===== src/hw/rtl/assert_macros.svh =====
// Assertion macros shared by the RTL of the reprojection block.
// No dependencies; take in with an include of the bare file name.
`ifndef ASSERT_MACROS_SVH
`define ASSERT_MACROS_SVH

// Same-cycle implication, disabled during reset.
`define DTP_ASSERT_IMPLY(label, clk, rst, ante, cons, msg) \
   label: assert property (@(posedge clk) disable iff (rst) (ante) |-> (cons)) \
      else $error(msg);

// Next-cycle implication, disabled during reset.
`define DTP_ASSERT_NEXT(label, clk, rst, ante, cons, msg) \
   label: assert property (@(posedge clk) disable iff (rst) (ante) |=> (cons)) \
      else $error(msg);

`endif


===== src/hw/rtl/dtp_pkg.sv =====
// Types and constants for the disparity-to-point reprojection block.
// No dependencies; every module of the block imports it.
package dtp_pkg;

   // Configuration register indexes
   localparam logic [2:0] REG_DEPTH_NUMERATOR  = 3'd0;
   localparam logic [2:0] REG_INVERSE_FOCAL    = 3'd1;
   localparam logic [2:0] REG_CENTER_X_DOUBLED = 3'd2;
   localparam logic [2:0] REG_CENTER_Y_DOUBLED = 3'd3;
   localparam logic [2:0] REG_BORDER           = 3'd4;
   localparam logic [2:0] REG_LEFT_START       = 3'd5;
   localparam logic [2:0] REG_FRAME_WIDTH      = 3'd6;
   localparam logic [2:0] REG_FRAME_HEIGHT     = 3'd7;

   // Accepted disparity window, exclusive bounds
   localparam logic signed [15:0] DISP_LOW  = 16'sd50;
   localparam logic signed [15:0] DISP_HIGH = 16'sd800;

   typedef struct packed {
      logic signed [15:0] disparity;
      logic [11:0]        column;
      logic [11:0]        row;
   } dtp_req_type;

   typedef struct packed {
      logic signed [31:0] point_x;
      logic signed [31:0] point_y;
      logic signed [31:0] point_z;
      logic               valid_res;
   } dtp_rsp_type;

   typedef struct packed {
      logic [31:0] depth_numerator;
      logic [31:0] inverse_focal;
      logic [12:0] center_x_doubled;
      logic [12:0] center_y_doubled;
      logic [7:0]  border;
      logic [11:0] left_start;
      logic [12:0] frame_width;
      logic [12:0] frame_height;
   } dtp_cfg_type;

   // Classified pixel handed from front to back
   typedef struct packed {
      logic               disp_ok;
      logic [9:0]         disp;
      logic signed [13:0] dx;
      logic signed [13:0] dy;
   } dtp_work_type;

   // Queue status seen by the front and the top level
   typedef struct packed {
      logic full;
      logic empty;
   } dtp_queue_stat_type;

endpackage


===== src/hw/rtl/dtp_front.sv =====
// Front end: accepts pixels, drops those outside the working region, classifies the rest.
// Depends on dtp_pkg.
module dtp_front import dtp_pkg::*; (
   input  logic               reset,
   input  dtp_cfg_type        cfg,
   input  logic               req_valid,
   output logic               req_ready,
   input  dtp_req_type        req_data,
   input  dtp_queue_stat_type queue_stat,
   output logic               push,
   output dtp_work_type       push_data
);

   logic in_region;
   logic row_low_ok;
   logic row_high_ok;
   logic col_low_ok;
   logic col_high_ok;

   // Stall only on a full queue
   assign req_ready = !queue_stat.full;

   // Region test on row and column
   always_comb begin
      row_low_ok  = {1'b0, req_data.row} >= {5'b0, cfg.border};
      row_high_ok = ({1'b0, req_data.row} + {5'b0, cfg.border}) < cfg.frame_height;
      col_low_ok  = req_data.column >= cfg.left_start;
      col_high_ok = ({1'b0, req_data.column} + {5'b0, cfg.border}) < cfg.frame_width;
      in_region   = row_low_ok && row_high_ok && col_low_ok && col_high_ok;
   end

   // Classify disparity and form centre offsets
   always_comb begin
      push_data.disp_ok = (req_data.disparity > DISP_LOW) && (req_data.disparity < DISP_HIGH);
      push_data.disp    = req_data.disparity[9:0];
      push_data.dx      = $signed({1'b0, req_data.column, 1'b0})
                          - $signed({1'b0, cfg.center_x_doubled});
      push_data.dy      = $signed({1'b0, req_data.row, 1'b0})
                          - $signed({1'b0, cfg.center_y_doubled});
   end

   // Push each in-region transfer
   assign push = req_valid && req_ready && in_region && !reset;

endmodule


===== config.mk =====
export PLATFORM = sky130hd
export DESIGN_NAME = dtp_front
export DESIGN_NICKNAME = d
export VERILOG_FILES = /design/src/hw/rtl/assert_macros.svh /design/src/hw/rtl/dtp_pkg.sv /design/src/hw/rtl/dtp_front.sv
export SDC_FILE = /design/constraint.sdc
export NUM_CORES = 1
export LEC_CHECK = 0
export BUFFER_PORTS_ARGS = -buffer_cell sky130_fd_sc_hd__buf_4
export CORE_MARGIN = 2
export CORE_UTILIZATION = 44
export DETAILED_ROUTE_END_ITERATION = 12
export MAX_ROUTING_LAYER = met4
export PLACE_DENSITY = 0.85
export SETUP_SLACK_MARGIN = 0.15
export SYNTH_ARGS = -nofsm -noshare
export SYNTH_HDL_FRONTEND = slang
export SYNTH_SLANG_ARGS = --single-unit

===== constraint.sdc =====
create_clock -name vclk -period 3.45
set_input_delay 0.345 -clock vclk [all_inputs]
set_output_delay 0.345 -clock vclk [all_outputs]
set_load 0.01 [all_outputs]

==> results.py, run 1 <==
metrics = {
    "cells_and_area": {
        "clkbuf_count": 0,
        "multi_input_area_um2": 2910,
        "drive_gt1_share_pct": 36.2,
        "insertedDiodeCount": 0,
        "register_area_um2": 0,
        "fin_cells": 712,
        "seq_cells": 0,
        "final_nets": 886,
        "finalInstanceArea_um2": 4780,
        "syn_to_final_growth_pct": 51.6,
        "final_util_pct": 69.6,
        "fillers": 583,
    },
    "global_route": {
        "grt-ovfl-total": 0,
        "grt_use_total_pct": 22.1,
        "grt_pass1_vias": 3418,
        "grt_pass1_wl_mm": 14.1,
        "antenna_found_initial": 0,
        "grt_max_degree": 10,
    },
    "synth": {
        "synth_xor_area_share_pct": 10.6,
        "ys_types": 47,
        "synth.area.mux_share_pct": 0,
        "synth_area_per_cell_um2": 7.19,
        "synth_area_leaders": "ha_1 (33%), inv_1 (9.9%), xnor2_1 (5.8%)",
        "syn_inst": 439,
        "yosysWarnings": 0,
        "synthAdderAreaFrac_pct": 35.9,
        "synth.most_common_cell": "ha_1",
        "yosysTopAreaCellShare_pct": 33.3,
        "syn_area_um2": 3150,
        "synth-simple-area-share_pct": 17.3,
        "ys_seq_area_share_pct": 0,
        "synth_compound_area_share_pct": 23.5,
        "synth_top_family_by_area": "adder cells",
        "yosys.area.top_type": "ha_1",
        "yosys-top-cells-count": "ha_1 (84), inv_1 (83), a21oi_1 (31)",
        "syn_nets": 707,
    },
    "floorplanning": {
        "die_h_um": 88.7,
        "die_area_um2": 7860,
        "fp.dieW_um": 88.7,
        "io_pins": 221,
        "initial_core_util_pct": 45.9,
        "num_rows": 30,
        "core_um2": 6870,
    },
    "power": {
        "p_leak_nw": 2.63,
        "power.density_nw_per_um2": 178,
        "ir_drop_v": 0.0000898,
        "power_mw": 0.851,
    },
    "timing": {
        "period_needed_ns": 3.56,
        "relSlewSlack_pct": 68.9,
        "hold_slack_ns": 0.879,
        "finalCritPeriodShare_pct": 103,
        "fin_tns_setup_ns": -0.112,
        "fmax_mhz": 281,
        "worst_slew_pin_slew_ns": 0.461,
        "grt_setup_unrepaired": "yes",
        "slew_violations": 0,
        "timing.final.ws_setup_ns": -0.112,
        "finalSetupViolations": 1,
        "hold_violations": 0,
    },
    "setup_path": {
        "worstSetupPathType": "primary input to output port",
        "startpoint": "cfg[38]",
        "cp.required_ns": 3.11,
        "crit_path_start_kind": "primary input",
        "critPathCaptureType": "output port",
        "arrival_ns": 3.22,
        "worst-path-max-fanout": 3,
    },
    "place": {
        "dp_hpwl_mm": 7.73,
        "post-place-ws_ns": -0.381,
        "placedCellCount": 702,
        "dpl_cell_area_um2": 4540,
        "portBuffers": 156,
        "routabilityCongestion": 0.856,
    },
    "worst_hold_path": {
        "hold_path_end": "push_data[31]",
        "holdCritPathClass": "primary input to output port",
        "hp-start": "req_data[27]",
        "hold_path_depth": 2,
    },
    "route": {
        "ant_nets": 0,
        "wl_mm": 9.02,
        "viasPerCell": 5.12,
        "drt_iter0_markers": 90,
        "wire_per_inst_um": 12.7,
        "drc": 0,
        "vias": 3646,
        "dr.pass1.iters": 4,
    },
    "run_status": {
        "status": "finished with violations",
        "failed_checks": "negative setup slack",
    },
    "run": {
        "maxCapViolations": 0,
    },
}
==> layout by cell type, fill, tap and decap left out, drive strengths merged, types with 4 or more instances in the layout <==
| master | count |
|---|---|
| buf | 190 |
| ha | 84 |
| inv | 83 |
| a21oi | 31 |
| nor2 | 23 |
| o21ai | 23 |
| xnor2 | 21 |
| nand2 | 18 |
| xor2 | 17 |
| nand3 | 13 |
| a21o | 9 |
| nor2b | 9 |
| o21a | 8 |
| nor3 | 7 |
| a31oi | 6 |
| nand2b | 5 |
| and3 | 5 |
| o21bai | 5 |
| nor4 | 5 |
| nand4 | 5 |
| o31ai | 5 |
| a211oi | 5 |
| o311ai | 4 |
| fa | 4 |
==> worst max-delay path by stage <==
| stage | to | slack (ns) | depth (start not counted) |
|---|---|---|---|
| 3_3_place_gp | push | -0.29 | 17 |
| 4_1_cts | push | -0.21 | 17 |
| 5_1_grt | push | -0.25 | 16 |
| 3_5_place_dp | push | -0.38 | 17 |
| 2_1_floorplan | push | 0.17 | 15 |
| 6_report | push | -0.11 | 17 |
==> metal layers <==
layer | vias up | wire length (µm) | global-route usage [%]
li1 | 1895 | - | -
met1 | 1615 | 3770 | 26.8
met2 | 124 | 4540 | 40.2
met3 | 12 | 567 | 1.68
met4 | 0 | 133 | 3.58
met5 | - | 0 | -
==> cell families after synthesis <==
family / count (synthesis)
adder cells (fa/ha/maj): 88
XOR/XNOR: 38
AND/OR/NAND/NOR: 103
buffers and inverters: 96
AO/OA/AOI/OAI: 114
==> timing repair <==
action	CTS	global route
hold buffers	0	0
gates cloned	0	0
resized for setup	23	11
setup endpoints to repair	1	1
pin swaps	17	17
buffers inserted	8	2
==> worst max-delay path, stage by stage <==
cell and delay [ns]:
buf_8 0.08, ha_4 0.13, inv_2 0.03, fa_2 0.37, o21bai_4 0.17, a211oi_4 0.09, o31ai_2 0.19, o311a_1 0.24
nand3_1 0.09, xnor2_1 0.13, ha_1 0.30, a21oi_2 0.17, o22ai_2 0.09, nor3_2 0.22, o221ai_2 0.12, nor4_2 0.27
buf_4 0.18
==> power breakdown <==
group	internal (mW)	leakage [nW]	switching, mW
clock	0	0	0
combinational	0.453	2.63	0.398
sequential	0	0	0
total	0.453	2.63	0.398
==> final cells by class <==
type / instances / share of cell area, %
inverters: 83 / 6.52
multi-input cells: 343 / 60.8
well taps: 96 / 2.51
repair buffers: 190 / 30.1
Note: power is estimated with default switching activity, not from simulation.
==> run 2, diff against run 1 <==
--- a/config.mk
+++ b/config.mk
@@ -11,7 +11,6 @@
 export DETAILED_ROUTE_END_ITERATION = 12
 export MAX_ROUTING_LAYER = met4
 export PLACE_DENSITY = 0.85
-export SETUP_SLACK_MARGIN = 0.15
 export SYNTH_ARGS = -nofsm -noshare
 export SYNTH_HDL_FRONTEND = slang
 export SYNTH_SLANG_ARGS = --single-unit
==> results.py, run 2 (same netlist as run 1, synthesis figures left out) <==
metrics = {
    "run_status": {
        "status": "finished with violations",
        "failed_checks": "negative setup slack",
    },
    "floorplanning": {
        "initial_core_util_pct": 45.9,
        "io_pins": 221,
        "fp.dieW_um": 88.7,
        "num_rows": 30,
        "die_area_um2": 7860,
        "core_um2": 6870,
        "die_h_um": 88.7,
    },
    "global_route": {
        "grt_pass1_wl_mm": 14.0,
        "antenna_found_initial": 0,
        "grt_max_degree": 10,
        "grt_use_total_pct": 21.8,
        "grt-ovfl-total": 0,
        "grt_pass1_vias": 3383,
    },
    "power": {
        "ir_drop_v": 0.0000844,
        "power_mw": 0.812,
        "p_leak_nw": 2.59,
        "power.density_nw_per_um2": 174,
    },
    "cells_and_area": {
        "drive_gt1_share_pct": 33.8,
        "final_nets": 880,
        "seq_cells": 0,
        "insertedDiodeCount": 0,
        "final_cell_mix": "buf_4 (182), inv_1 (82), ha_1 (80), a21oi_1 (29), nor2_1 (23)",
        "clkbuf_count": 0,
        "register_area_um2": 0,
        "final_common_cell": "buf_4",
        "syn_to_final_growth_pct": 48.0,
        "fin_cells": 706,
    },
    "setup_path": {
        "arrival_ns": 3.32,
        "worst-path-max-fanout": 3,
        "cp.required_ns": 3.11,
        "crit_path_start_kind": "primary input",
        "critPathCaptureType": "output port",
        "worstSetupPathType": "primary input to output port",
    },
    "place": {
        "dp_hpwl_mm": 7.94,
        "routabilityCongestion": 0.860,
        "portBuffers": 156,
        "placedCellCount": 702,
    },
    "route": {
        "drc": 0,
        "viasPerCell": 5.11,
        "ant_nets": 0,
        "wire_per_inst_um": 12.8,
        "drt_iter0_markers": 79,
        "vias": 3608,
        "wl_mm": 9.03,
        "dr.pass1.iters": 5,
    },
    "timing": {
        "finalSetupViolations": 1,
        "fin_tns_setup_ns": -0.212,
        "hold_violations": 0,
        "fmax_mhz": 273,
        "relSlewSlack_pct": 65.7,
        "timing.final.ws_setup_ns": -0.212,
        "finalCritPeriodShare_pct": 106,
        "worst_slew_pin_slew_ns": 0.511,
        "period_needed_ns": 3.66,
        "grt_setup_unrepaired": "yes",
        "slew_violations": 0,
    },
    "run": {
        "maxCapViolations": 0,
    },
    "worst_hold_path": {
        "holdCritPathClass": "primary input to output port",
    },
}
[run 2: cell types whose count changed in the layout (fill, tap and decap cells not counted), sizes merged]
cell / delta
buf: -6
[run 2: metal layers]
layer	global-route usage, %	vias up	routed length [µm]
li1	-	1878	-
met1	26.5	1611	3910
met2	41.0	114	4550
met3	1.49	5	534
met4	1.24	0	35
met5	-	-	0
[run 2: timing repair]
action                                  in CTS  in global routing
hold buffers                                 0                  0
pin swaps                                   14                  1
resized for setup                           20                  2
buffers inserted                             3                  1
endpoints found under the hold margin        0                  0
gates cloned                                 0                  0
endpoints found under the setup margin       1                  1
[run 2: metrics by stage]
step           setup WS, ns  area (µm²)  hold WS, ns  utilization, %
2_1_floorplan        0.0745        3160        0.734               -
3_3_place_gp         -0.364        4540        0.877            66.1
3_5_place_dp         -0.426        4540        0.879            66.1
4_1_cts              -0.154        4650        0.879            67.8
5_1_grt              -0.362        4670        0.889            68.0
6_report             -0.212        4670        0.877            68.0
[run 2: final timing paths]
kind	depth (start not counted)	end	from
worst max-delay path	15	push	cfg[38]
worst min-delay path	2	push_data[30]	req_data[26]
[run 2: cell type report]
type                            instances  area [µm²]
Multi-Input combinational cell        343        2840
Fill cell                             614        2200
Timing Repair Buffer                  184        1400
Inverter                               83         312
Tap cell                               96         120
[run 2: report_power, final]
part	total [mW]	internal [mW]	switching, mW
registers	0	0	0
clock network	0	0	0
logic	0.812	0.430	0.383
total	0.812	0.430	0.383
[run 2: critical path, cell delays in order]
cell and delay (ns):
buf_8 0.08, ha_4 0.13, inv_2 0.04, fa_2 0.39, o21bai_4 0.15, a211oi_2 0.10
o31ai_1 0.23, o311a_1 0.27, and3_4 0.22, ha_4 0.20, a221o_1 0.36, nor3_2 0.22
o221ai_2 0.13, nor4_2 0.29, buf_4 0.18
