===== config.mk =====
export PLATFORM = sky130hd
export DESIGN_NAME = dtp_queue
export DESIGN_NICKNAME = d
export VERILOG_FILES = /design/src/hw/rtl/assert_macros.svh /design/src/hw/rtl/dtp_pkg.sv /design/src/hw/rtl/dtp_queue.sv
export SDC_FILE = /design/constraint.sdc
export NUM_CORES = 1
export LEC_CHECK = 0
export CORE_ASPECT_RATIO = 0.6
export CORE_MARGIN = 10
export CORE_UTILIZATION = 40
export DETAILED_ROUTE_END_ITERATION = 7
export DONT_BUFFER_PORTS = 1
export PLACE_DENSITY = 0.54
export SYNTH_ARGS = -nofsm -noshare
export SYNTH_HDL_FRONTEND = slang
export SYNTH_SLANG_ARGS = --single-unit

===== constraint.sdc =====
create_clock -name clock -period 5.5 [get_ports clock]
set_input_delay 0.55 -clock clock [delete_from_list [all_inputs] [get_ports clock]]
set_output_delay 0.55 -clock clock [all_outputs]
set_load 0.01 [all_outputs]

===== src/hw/rtl/assert_macros.svh =====
// Assertion macros shared by the RTL of the reprojection block.
// No dependencies; take in with an include of the bare file name.
`ifndef ASSERT_MACROS_SVH
`define ASSERT_MACROS_SVH

// Same-cycle implication, disabled during reset.
`define DTP_ASSERT_IMPLY(label, clk, rst, ante, cons, msg) \
   label: assert property (@(posedge clk) disable iff (rst) (ante) |-> (cons)) \
      else $error(msg);

// Next-cycle implication, disabled during reset.
`define DTP_ASSERT_NEXT(label, clk, rst, ante, cons, msg) \
   label: assert property (@(posedge clk) disable iff (rst) (ante) |=> (cons)) \
      else $error(msg);

`endif


===== src/hw/rtl/dtp_pkg.sv =====
// Types and constants for the disparity-to-point reprojection block.
// No dependencies; every module of the block imports it.
package dtp_pkg;

   // Configuration register indexes
   localparam logic [2:0] REG_DEPTH_NUMERATOR  = 3'd0;
   localparam logic [2:0] REG_INVERSE_FOCAL    = 3'd1;
   localparam logic [2:0] REG_CENTER_X_DOUBLED = 3'd2;
   localparam logic [2:0] REG_CENTER_Y_DOUBLED = 3'd3;
   localparam logic [2:0] REG_BORDER           = 3'd4;
   localparam logic [2:0] REG_LEFT_START       = 3'd5;
   localparam logic [2:0] REG_FRAME_WIDTH      = 3'd6;
   localparam logic [2:0] REG_FRAME_HEIGHT     = 3'd7;

   // Accepted disparity window, exclusive bounds
   localparam logic signed [15:0] DISP_LOW  = 16'sd50;
   localparam logic signed [15:0] DISP_HIGH = 16'sd800;

   typedef struct packed {
      logic signed [15:0] disparity;
      logic [11:0]        column;
      logic [11:0]        row;
   } dtp_req_type;

   typedef struct packed {
      logic signed [31:0] point_x;
      logic signed [31:0] point_y;
      logic signed [31:0] point_z;
      logic               valid_res;
   } dtp_rsp_type;

   typedef struct packed {
      logic [31:0] depth_numerator;
      logic [31:0] inverse_focal;
      logic [12:0] center_x_doubled;
      logic [12:0] center_y_doubled;
      logic [7:0]  border;
      logic [11:0] left_start;
      logic [12:0] frame_width;
      logic [12:0] frame_height;
   } dtp_cfg_type;

   // Classified pixel handed from front to back
   typedef struct packed {
      logic               disp_ok;
      logic [9:0]         disp;
      logic signed [13:0] dx;
      logic signed [13:0] dy;
   } dtp_work_type;

   // Queue status seen by the front and the top level
   typedef struct packed {
      logic full;
      logic empty;
   } dtp_queue_stat_type;

endpackage


===== src/hw/rtl/dtp_queue.sv =====
// Short queue between front and back so each side stalls on its own.
// Depends on dtp_pkg.
module dtp_queue import dtp_pkg::*; #(
   parameter int DEPTH = 4
) (
   input  logic               clock,
   input  logic               reset,
   input  logic               push,
   input  dtp_work_type       push_data,
   input  logic               pop,
   output logic               head_valid,
   output dtp_work_type       head_data,
   output dtp_queue_stat_type stat
);

   localparam int PtrW = (DEPTH > 1) ? $clog2(DEPTH) : 1;
   localparam int CntW = $clog2(DEPTH + 1);

   dtp_work_type        mem_ff [DEPTH];
   logic [PtrW-1:0]     wr_ptr_ff, wr_ptr_in;
   logic [PtrW-1:0]     rd_ptr_ff, rd_ptr_in;
   logic [CntW-1:0]     count_ff, count_in;

   assign stat.full  = (count_ff == CntW'(DEPTH));
   assign stat.empty = (count_ff == '0);
   assign head_valid = !stat.empty;
   assign head_data  = mem_ff[rd_ptr_ff];

   // Advance pointers with wrap at the depth
   always_comb begin
      wr_ptr_in = wr_ptr_ff;
      rd_ptr_in = rd_ptr_ff;
      count_in  = count_ff;
      if (push) begin
         wr_ptr_in = (wr_ptr_ff == PtrW'(DEPTH - 1)) ? '0 : wr_ptr_ff + 1'b1;
      end
      if (pop) begin
         rd_ptr_in = (rd_ptr_ff == PtrW'(DEPTH - 1)) ? '0 : rd_ptr_ff + 1'b1;
      end
      if (push && !pop) begin
         count_in = count_ff + 1'b1;
      end else if (pop && !push) begin
         count_in = count_ff - 1'b1;
      end
   end

   always_ff @(posedge clock) begin
      if (reset) begin
         wr_ptr_ff <= '0;
         rd_ptr_ff <= '0;
         count_ff  <= '0;
      end else begin
         wr_ptr_ff <= wr_ptr_in;
         rd_ptr_ff <= rd_ptr_in;
         count_ff  <= count_in;
      end
   end

   // Store entry
   always_ff @(posedge clock) begin
      if (push) begin
         mem_ff[wr_ptr_ff] <= push_data;
      end
   end

endmodule


==> flow_metrics.py, run 1 <==
metrics = {
    "outcome": {
        "status": "finished, final reports clean",
    },
    "power": {
        "p_int_mw": 2.18,
        "p_clk_frac": 0.413,
        "pwr-share-seq": 0.530,
        "ir_drop_uv": 190,
        "p_switching_uw": 605,
        "swShare": 0.217,
        "total_power_mw": 2.79,
        "p_leak_nw": 2.16,
        "comb_power_share": 0.057,
        "pwr_density_cell_nw_per_um2": 405,
    },
    "clock_tree": {
        "clockRootBuffer": "clkbuf_16",
        "cts_buffers": 17,
        "h-tree-depth": 4,
        "cts_resized": 0,
        "cts_tree": "built",
        "clock-sinks": 165,
        "cts_setup_buffers": 0,
        "clockBufferDepth": 2,
        "clkTransAtPathRegs_ns": 0.06,
        "cts_hold_buf": 0,
        "clkLatencyLatePin_ns": 0.41,
    },
    "synth": {
        "synthesis.nets": 298,
        "synth_compound_area_frac": 0.00248,
        "synthCells": 248,
        "avgSynthCellArea_um2": 24.4,
        "synth_cell_types": 18,
        "synth-simple-area-share": 0.0130,
        "synth_area_leaders": "edfxtp_1 77%, mux4_2 14%, dfxtp_1 3.0%",
        "synth_xor_area_frac": 0.00289,
        "synth_top_family_by_area": "multiplexers",
        "yosysWarnings": 0,
        "syn_area_um2": 6060,
        "synth_top_cell_by_area": "edfxtp_1",
        "synthAdderAreaFrac": 0.0157,
        "synth_mux_area_frac": 0.151,
        "ys_seq_elements": 165,
        "synth_seq_area_share": 0.802,
        "synth_top_area_frac": 0.773,
    },
    "die": {
        "fp.dieH_um": 115,
        "start_util": 0.413,
        "rows": 34,
        "ios": 85,
        "dieArea_um2": 20600,
        "fp.dieW_um": 179,
        "coreArea_um2": 14700,
    },
    "layout": {
        "multi_input_comb_area_um2": 1130,
        "diodes": 0,
        "area_growth_pct": 13.3,
        "fill_cells": 1228,
        "drive_gt1_frac": 0.288,
        "regArea_um2": 4870,
        "num-nets-final": 313,
    },
    "setup_path": {
        "crit_path_max_fanout": 39,
        "setup.worst_path.end_class": "primary output",
        "worstSetupPathType": "reg2out",
        "crit_buf_inv": 0,
        "r2r_start": "wr_ptr_ff[0]",
        "cp_top_family": "flip-flops",
        "cpMaxStageDelayCell": "dfxtp_4",
        "critPathLaunchType": "flip-flop",
        "cpPeakStageDelay_ns": 0.91,
        "required_ns": 4.95,
        "critPathArrivalTime_ns": 1.99,
        "worstPathCellList": "mux4_2",
    },
    "global_route": {
        "grt_max_degree": 40,
        "gr-total-overflow": 0,
        "antenna_found_initial": 0,
        "grt_pass1_vias": 2731,
        "grt_pass1_wl_um": 16800,
        "grt_usage": 0.113,
    },
    "drt": {
        "wirelength_um": 11000,
        "wl_per_cell_um": 23.4,
        "vias": 2409,
        "firstDrtPassIters": 4,
        "drtIter0Drc": 143,
        "drc": 0,
        "ant_nets": 0,
        "vias_per_cell": 5.10,
    },
    "timing": {
        "max_freq_mhz": 393,
        "relSlewSlack": 0.269,
        "report.final.slew_viol_count": 0,
        "fin_skew_ns": 0.00531,
        "min_period_over_period": 0.463,
        "tns_ns": 0,
        "rsz0062_at_grt": "no",
        "fin_crit_ns": 2.54,
        "finalHoldViolations": 0,
        "setup_viol": 0,
        "tightest_slew_ns": 1.10,
    },
    "placed_design": {
        "place_congestion": 0.694,
        "port_buffers": 0,
        "hpwl_um": 6830,
    },
    "worst_hold_path": {
        "hp-class": "in2reg",
        "min_from": "reset",
    },
    "run": {
        "maxCapViolCount": 0,
    },
}
## final cells by class
| class | count | share of cell area |
|---|---|---|
| clock buffers | 17 | 0.0619 |
| repair buffers | 4 | 0.00437 |
| well taps | 198 | 0.0361 |
| clock inverters | 13 | 0.0217 |
| inverters | 5 | 0.00273 |
| multi-input cells | 70 | 0.164 |
| flip-flops and latches | 165 | 0.709 |
## synth_stat cells
cell type and count:
nor2_1 7, o21ai_0 1, xor2_1 2, buf_2 2
or3_1 2, edfxtp_1 156, buf_4 2, fa_1 1
mux4_2 39, and2_1 4, ha_1 6, dfxtp_1 9
nor3b_1 2, a21oi_1 2, buf_6 2, clkbuf_1 2
inv_1 5, mux2i_1 4
## metrics by stage
stage	util	area, um^2	std cells	hold WS, ns	setup slack [ns]
2_1_floorplan	-	6060	248	0.455	3.60
3_3_place_gp	0.429	6300	442	0.477	3.33
3_5_place_dp	0.429	6300	442	0.488	3.32
6_report	0.468	6870	472	0.205	2.96
5_1_grt	0.468	6870	472	0.183	2.77
4_1_cts	0.468	6870	472	0.181	2.87
## power groups by stage
| stage | registers (mW) | logic (mW) | clock network, mW |
|---|---|---|---|
| floorplan | 1.48 | 0.147 | 0 |
| global placement | 1.50 | 0.166 | 0 |
| detailed placement | 1.50 | 0.167 | 0 |
| CTS | 1.48 | 0.168 | 1.18 |
| global route | 1.48 | 0.178 | 1.24 |
| finish | 1.48 | 0.160 | 1.15 |
## flip-flops by register name, summed over array words and instances (netlist names), named ones only
name,flops
count_ff,3
mem_ff,156
rd_ptr_ff,2
wr_ptr_ff,2
## cell families after synthesis
family	after synthesis
flops	165
mux	43
simple gates	15
buf+inv	13
fa+ha+maj	7
compound gates	3
xor+xnor	2
## routing by layer
metal	routed length [um]	vias up	global-route usage
met5	0	-	0
met4	106	0	0.0411
met3	1350	11	0.0707
met2	5040	71	0.170
met1	4540	1259	0.130
li1	-	1068	-
## worst paths after layout
check	end	cells after the start	slack, ns
max reg2reg	mem_ff[1][16]	3	3.64
min	wr_ptr_ff[0]	1	0.20
min reg2reg	count_ff[2]	2	0.50
max	head_data[20]	1	2.96
## worst register-to-register path, stage by stage (launching register included)
cell and delay [ns]:
dfxtp_1 0.41, ha_1 0.16, and2_2 0.59, buf_4 0.38
## cells in the final DEF, fill, tap and decap left out, drive strengths merged
master,synthesis,routed
a21oi,2,2
and2,4,4
buf,6,4
bufinv,0,2
clkbuf,2,17
clkinv,0,1
clkinvlp,0,5
dfxtp,9,9
edfxtp,156,156
fa,1,1
ha,6,6
inv,5,10
mux2i,4,4
mux4,39,39
nor2,7,7
nor3b,2,2
o21ai,1,1
or3,2,2
xor2,2,2
(Power assumes the default switching activity.)
==> run 2: changes to the inputs <==
--- a/config.mk
+++ b/config.mk
@@ -5,12 +5,13 @@
 export SDC_FILE = /design/constraint.sdc
 export NUM_CORES = 1
 export LEC_CHECK = 0
+export ABC_AREA = 1
 export CORE_ASPECT_RATIO = 0.6
 export CORE_MARGIN = 10
 export CORE_UTILIZATION = 40
 export DETAILED_ROUTE_END_ITERATION = 7
 export DONT_BUFFER_PORTS = 1
-export PLACE_DENSITY = 0.54
+export PLACE_DENSITY = 0.56
 export SYNTH_ARGS = -nofsm -noshare
 export SYNTH_HDL_FRONTEND = slang
 export SYNTH_SLANG_ARGS = --single-unit
==> constraint.sdc (replaced) <==
create_clock -name clock -period 2.2 [get_ports clock]
set_input_delay 0.22 -clock clock [delete_from_list [all_inputs] [get_ports clock]]
set_output_delay 0.22 -clock clock [all_outputs]
set_load 0.01 [all_outputs]
==> run 2 against run 1 <==
Non-clock buffer count grew 49; total power grew to 2.7 times the previous value; clock skew grew 0.0028 ns; combinational power grew to 4.0 times the previous value; largest cell class unchanged; largest power group unchanged.
==> flow_metrics.py, run 2 <==
metrics = {
    "power": {
        "swShare": 0.231,
        "pwr_density_cell_nw_per_um2": 982,
        "p_clk_frac": 0.423,
        "total_power_mw": 7.40,
        "p_leak_nw": 2.55,
        "p_int_mw": 5.69,
        "ir_drop_uv": 454,
        "comb_power_share": 0.087,
        "p_switching_mw": 1.71,
        "pwr-share-seq": 0.490,
    },
    "drt": {
        "vias_per_cell": 5.15,
        "firstDrtPassIters": 4,
        "drtIter0Drc": 229,
        "vias": 3608,
        "ant_nets": 0,
        "wirelength_um": 13800,
        "wl_per_cell_um": 19.7,
        "drc": 0,
    },
    "global_route": {
        "antenna_found_initial": 0,
        "grt_max_degree": 79,
        "grt_usage": 0.130,
        "grt_pass1_vias": 3585,
        "grt_pass1_wl_um": 20900,
        "gr-total-overflow": 0,
    },
    "outcome": {
        "status": "finished, final reports clean",
    },
    "synth": {
        "async_flop_share": 0,
        "synth.most_common_cell": "edfxtp_1",
        "synth-edff-count": 156,
        "synth_area_leaders": "edfxtp_1 75%, o21ai_0 6.3%, nor2_1 5.2%",
        "avgSynthCellArea_um2": 14.3,
        "synth_common_cells": "156 x edfxtp_1, 86 x nor2_1, 79 x o21ai_0",
        "syn_area_um2": 6250,
        "synth_cell_types": 23,
        "yosysWarnings": 0,
        "synthCells": 438,
        "synth_top_cell_by_area": "edfxtp_1",
        "synth_top_area_frac": 0.750,
        "synth-main-ff-cell": "edfxtp_1",
        "ys_seq_elements": 165,
        "synthesis.nets": 488,
        "synth_seq_area_share": 0.779,
    },
    "clock_tree": {
        "clockBufferDepth": 2,
        "clockRootBuffer": "clkbuf_16",
        "cts_tree": "built",
        "h-tree-depth": 4,
        "clkLatencyLatePin_ns": 0.41,
        "cts_setup_buffers": 0,
        "cts_buffers": 17,
        "clkTransAtPathRegs_ns": 0.06,
        "clock-sinks": 165,
    },
    "layout": {
        "reg_top3": "mem_ff x156, count_ff x3",
        "largest_reg_flops": 156,
        "final_core_util": 0.491,
        "area_growth_pct": 20.5,
        "layout_common_cells": "156 x edfxtp_1, 86 x nor2_1, 79 x o21ai_0",
        "diodes": 0,
        "num-nets-final": 535,
        "drive_gt1_frac": 0.101,
        "layout_commonest_cell": "edfxtp_1",
        "regMostFlops": "mem_ff",
    },
    "timing": {
        "tns_ns": 0,
        "hold_ws_ns": 0.0182,
        "relSlewSlack": 0.668,
        "fin_skew_ns": 0.00813,
        "fin_crit_ns": 2.00,
        "rsz0062_at_grt": "no",
        "max_freq_mhz": 500,
        "min_period_over_period": 0.909,
        "tightest_slew_ns": 0.494,
        "finalHoldViolations": 0,
        "setup_viol": 0,
        "report.final.slew_viol_count": 0,
    },
    "setup_path": {
        "r2r-end": "mem_ff[3][16]",
        "r2r_cells": 4,
        "critPathArrivalTime_ns": 1.78,
        "worstSetupPathType": "reg2out",
        "cpPeakStageDelay_ns": 0.34,
        "worstPathCellList": "inv_4 -> buf_4 -> o21ai_0 -> o22ai_1",
        "crit_buf_inv": 2,
        "cp_top_family": "buffers and inverters",
        "cpMaxStageDelayCell": "dfxtp_2",
        "critPathLaunchType": "flip-flop",
        "reg2reg_slack_ns": 0.64,
        "r2r_start": "wr_ptr_ff[0]",
        "crit_path_max_fanout": 32,
        "required_ns": 1.98,
        "setup.worst_path.end_class": "primary output",
    },
    "die": {
        "start_util": 0.408,
        "fp.dieH_um": 117,
        "dieArea_um2": 21200,
        "fp.dieW_um": 181,
        "coreArea_um2": 15300,
        "rows": 35,
        "ios": 85,
    },
    "placed_design": {
        "hpwl_um": 7930,
        "place_congestion": 0.733,
        "port_buffers": 0,
    },
    "worst_hold_path": {
        "hp-class": "in2reg",
        "hold_depth": 3,
        "min_from": "reset",
        "whs_endpoint": "count_ff[2]",
    },
    "run": {
        "maxCapViolCount": 0,
    },
}
## run 2: stage by stage
step                      instance area, um^2  cells  setup WS, ns
after detailed placement                 6490    628         0.559
after floorplan                          6250    438         0.450
after CTS                                7530    700        0.0945
after global routing                     7530    700        0.0346
after global placement                   6490    628         0.586
final                                    7530    700         0.201
## run 2: how the worst max path moves through the flow
stage            startpoint            end  slack [ns]  depth (start not counted)
2_1_floorplan  wr_ptr_ff[0]   mem_ff[3][0]        0.45                          3
3_3_place_gp      flip-flop  head_data[27]        0.59                          4
3_5_place_dp      flip-flop  head_data[27]        0.56                          4
4_1_cts           flip-flop  head_data[27]        0.09                          4
5_1_grt           flip-flop  head_data[24]        0.03                          4
6_report          flip-flop  head_data[24]        0.20                          4
## run 2: kinds of logic after synthesis
logic type               synth area share
buffers and inverters              0.0370
XOR/XNOR                          0.00140
flip-flops                          0.779
adder cells (fa/ha/maj)            0.0152
AND/OR/NAND/NOR                    0.0615
AO/OA/AOI/OAI                       0.106
## run 2: worst min-delay path, stage by stage
cell     delay (ns)
inv_1          0.07
nand2_1        0.08
nor2_1         0.03
## run 2: cell type report
type	instances	area [um^2]
Multi-Input combinational cell	231	1160
Inverter	17	66.3
Clock inverter	14	199
Clock buffer	17	425
Tap cell	203	254
Fill cell	1321	7790
Timing Repair Buffer	53	563
Sequential cell	165	4870
## run 2: timing repair
item                                    in CTS  in global routing
resized for setup                            0                  1
hold buffers                                41                  0
endpoints found under the setup margin       0                  1
hold endpoints to repair                   161                  0
## run 2: power groups by stage
stage | clock, mW | sequential (mW) | combinational [mW]
2_1_floorplan | 0 | 3.68 | 0.405
3_3_place_gp | 0 | 3.69 | 0.555
3_5_place_dp | 0 | 3.69 | 0.565
4_1_cts | 3.19 | 3.62 | 0.660
5_1_grt | 3.33 | 3.63 | 0.720
6_report | 3.13 | 3.62 | 0.646
## run 2: per-layer routing
metal,GRT usage,vias up,part of all wire
li1,-,1715,-
met1,0.161,1774,0.46
met2,0.205,111,0.46
met3,0.0568,8,0.075
met4,0.0340,0,0.0057
met5,0,-,0
==> run 3: changes to the inputs <==
--- a/config.mk
+++ b/config.mk
@@ -11,7 +11,7 @@
 export CORE_UTILIZATION = 40
 export DETAILED_ROUTE_END_ITERATION = 7
 export DONT_BUFFER_PORTS = 1
-export PLACE_DENSITY = 0.56
+export PLACE_DENSITY = 0.54
 export SYNTH_ARGS = -nofsm -noshare
 export SYNTH_HDL_FRONTEND = slang
 export SYNTH_SLANG_ARGS = --single-unit
==> constraint.sdc (replaced) <==
create_clock -name clock -period 1.9 [get_ports clock]
set_input_delay 0.19 -clock clock [delete_from_list [all_inputs] [get_ports clock]]
set_output_delay 0.19 -clock clock [all_outputs]
set_load 0.01 [all_outputs]
==> run 3 against run 2 <==
Total power up 13%; clock power up 7.7%; die area unchanged; register-to-register slack worse by 0.20 ns; non-clock buffer count up 3; largest cell class unchanged.
==> flow_metrics.py, run 3 (synthesis gave the netlist of run 2 again) <==
metrics = {
    "outcome": {
        "status": "finished, final reports clean",
    },
    "layout": {
        "design_area_um2": 7660,
        "regMostFlops": "mem_ff",
        "area_growth_pct": 22.5,
        "layout_commonest_cell": "edfxtp_1",
        "largest_reg_flops": 156,
        "drive_gt1_frac": 0.124,
        "reg_top3": "mem_ff x156, count_ff x3",
        "num-nets-final": 538,
        "layout_common_cells": "156 x edfxtp_1, 86 x nor2_1, 79 x o21ai_0",
        "final_cells": 704,
        "diodes": 0,
    },
    "clock_tree": {
        "clkLatencyLatePin_ns": 0.41,
        "clock-sinks": 165,
        "cts_tree": "built",
        "cts_setup_buffers": 0,
        "clkTransAtPathRegs_ns": 0.06,
        "h-tree-depth": 4,
        "cts_buffers": 17,
        "clockBufferDepth": 2,
        "clockRootBuffer": "clkbuf_16",
    },
    "drt": {
        "highest_layer": "met4",
        "drc": 0,
        "wl_met2_um": 6280,
        "drtIter0Drc": 216,
        "wirelength_um": 13500,
        "met3_length_um": 804,
        "ant_nets": 0,
        "firstDrtPassIters": 4,
        "wl_per_cell_um": 19.1,
        "wl_met1_um": 6300,
        "vias": 3624,
        "vias_per_cell": 5.15,
    },
    "setup_path": {
        "r2r_cells": 4,
        "crit_path_max_fanout": 29,
        "worstPathCellList": "inv_6 -> buf_12 -> o21ai_0 -> o22ai_1",
        "cpMaxStageDelayCell": "dfxtp_2",
        "critPathArrivalTime_ns": 1.59,
        "required_ns": 1.71,
        "worstSetupPathType": "reg2out",
        "cpPeakStageDelay_ns": 0.36,
        "critPathLaunchType": "flip-flop",
        "setup.worst_path.end_class": "primary output",
    },
    "die": {
        "coreArea_um2": 15300,
        "start_util": 0.408,
        "dieArea_um2": 21200,
        "ios": 85,
        "rows": 35,
        "fp.dieH_um": 117,
        "fp.dieW_um": 181,
    },
    "placed_design": {
        "placed_area_um2": 6560,
        "post-place-cells": 630,
        "port_buffers": 0,
        "place_congestion": 0.710,
        "place_ws_ns": 0.383,
        "hpwl_um": 7990,
    },
    "global_route": {
        "grt_max_degree": 49,
        "grt_pass1_wl_um": 20900,
        "grt_usage": 0.128,
        "antenna_found_initial": 0,
        "gr-total-overflow": 0,
        "grt_pass1_vias": 3575,
    },
    "worst_hold_path": {
        "hold_depth": 3,
        "hp-class": "in2reg",
    },
    "power": {
        "ir_drop_uv": 610,
        "p_leak_nw": 2.60,
        "pwr_density_cell_nw_per_um2": 1090,
    },
    "timing": {
        "relSlewSlack": 0.626,
        "max_freq_mhz": 563,
        "min_period_over_period": 0.934,
        "finalHoldViolations": 0,
        "fin_crit_ns": 1.78,
        "report.final.slew_viol_count": 0,
        "fin_skew_ns": 0.00721,
        "setup_viol": 0,
        "tightest_slew_ns": 0.557,
        "setup_ws_ns": 0.125,
    },
    "run": {
        "maxCapViolCount": 0,
    },
}
## run 3: cell count changes in the layout (fill, tap and decap cells not counted), sizes merged
cell         previous run  this run
clkbuf                 17        20
buf                    12        14
bufinv                  4         2
clkinv                  3         2
clkinvlp                3         4
dlygate4sd3            41        42
## run 3: worst max-delay path, delay by kind of cell, from the launching register on
kind	cells	cell delay, ns
buf+inv	2	0.42
compound gates	2	0.38
flops	1	0.36
## run 3: worst paths after layout
kind	from	endpoint	slack, ns
max	flip-flop	head_data[24]	0.12
max reg2reg	wr_ptr_ff[0]	mem_ff[1][31]	0.44
min reg2reg	wr_ptr_ff[1]	wr_ptr_ff[1]	0.53
min	pop	rd_ptr_ff[1]	0.04
## run 3: repair_timing
item | in CTS | in global routing
hold buffers | 42 | 0
setup endpoints to repair | 22 | 26
gates resized for setup | 4 | 14
endpoints found under the hold margin | 164 | 0
## run 3: report_power, final
group          internal [mW]  leakage, nW  switching (mW)
clock network           2.00        0.276            1.38
registers               4.15         1.51          0.0504
logic                  0.261        0.814           0.525
total                   6.41         2.60            1.95
## run 3: layout make-up
cell class	count	area (um^2)
inverter	17	71.3
fill	1269	7670
sequential	165	4870
multi-input combinational	231	1220
clock buffer	20	447
timing repair buffer	56	653
clock inverter	12	145
tap	203	254
## run 3: layer usage
layer  global-route usage  vias to the layer above
met1                0.159                     1812
met2                0.205                       72
met3               0.0488                       10
met5                    0                        -
li1                     -                     1730
met4               0.0416                        0
## run 3: metrics by stage
step / hold slack (ns) / utilization / power [mW] / TNS, ns
6_report: 0.0380 / 0.500 / 8.36 / 0
3_3_place_gp: 0.264 / 0.428 / 4.93 / 0
2_1_floorplan: 0.262 / - / 4.73 / 0
3_5_place_dp: 0.265 / 0.428 / 4.95 / 0
5_1_grt: 0.0371 / 0.500 / 8.72 / -0.00509
4_1_cts: 0.00545 / 0.495 / 8.45 / 0
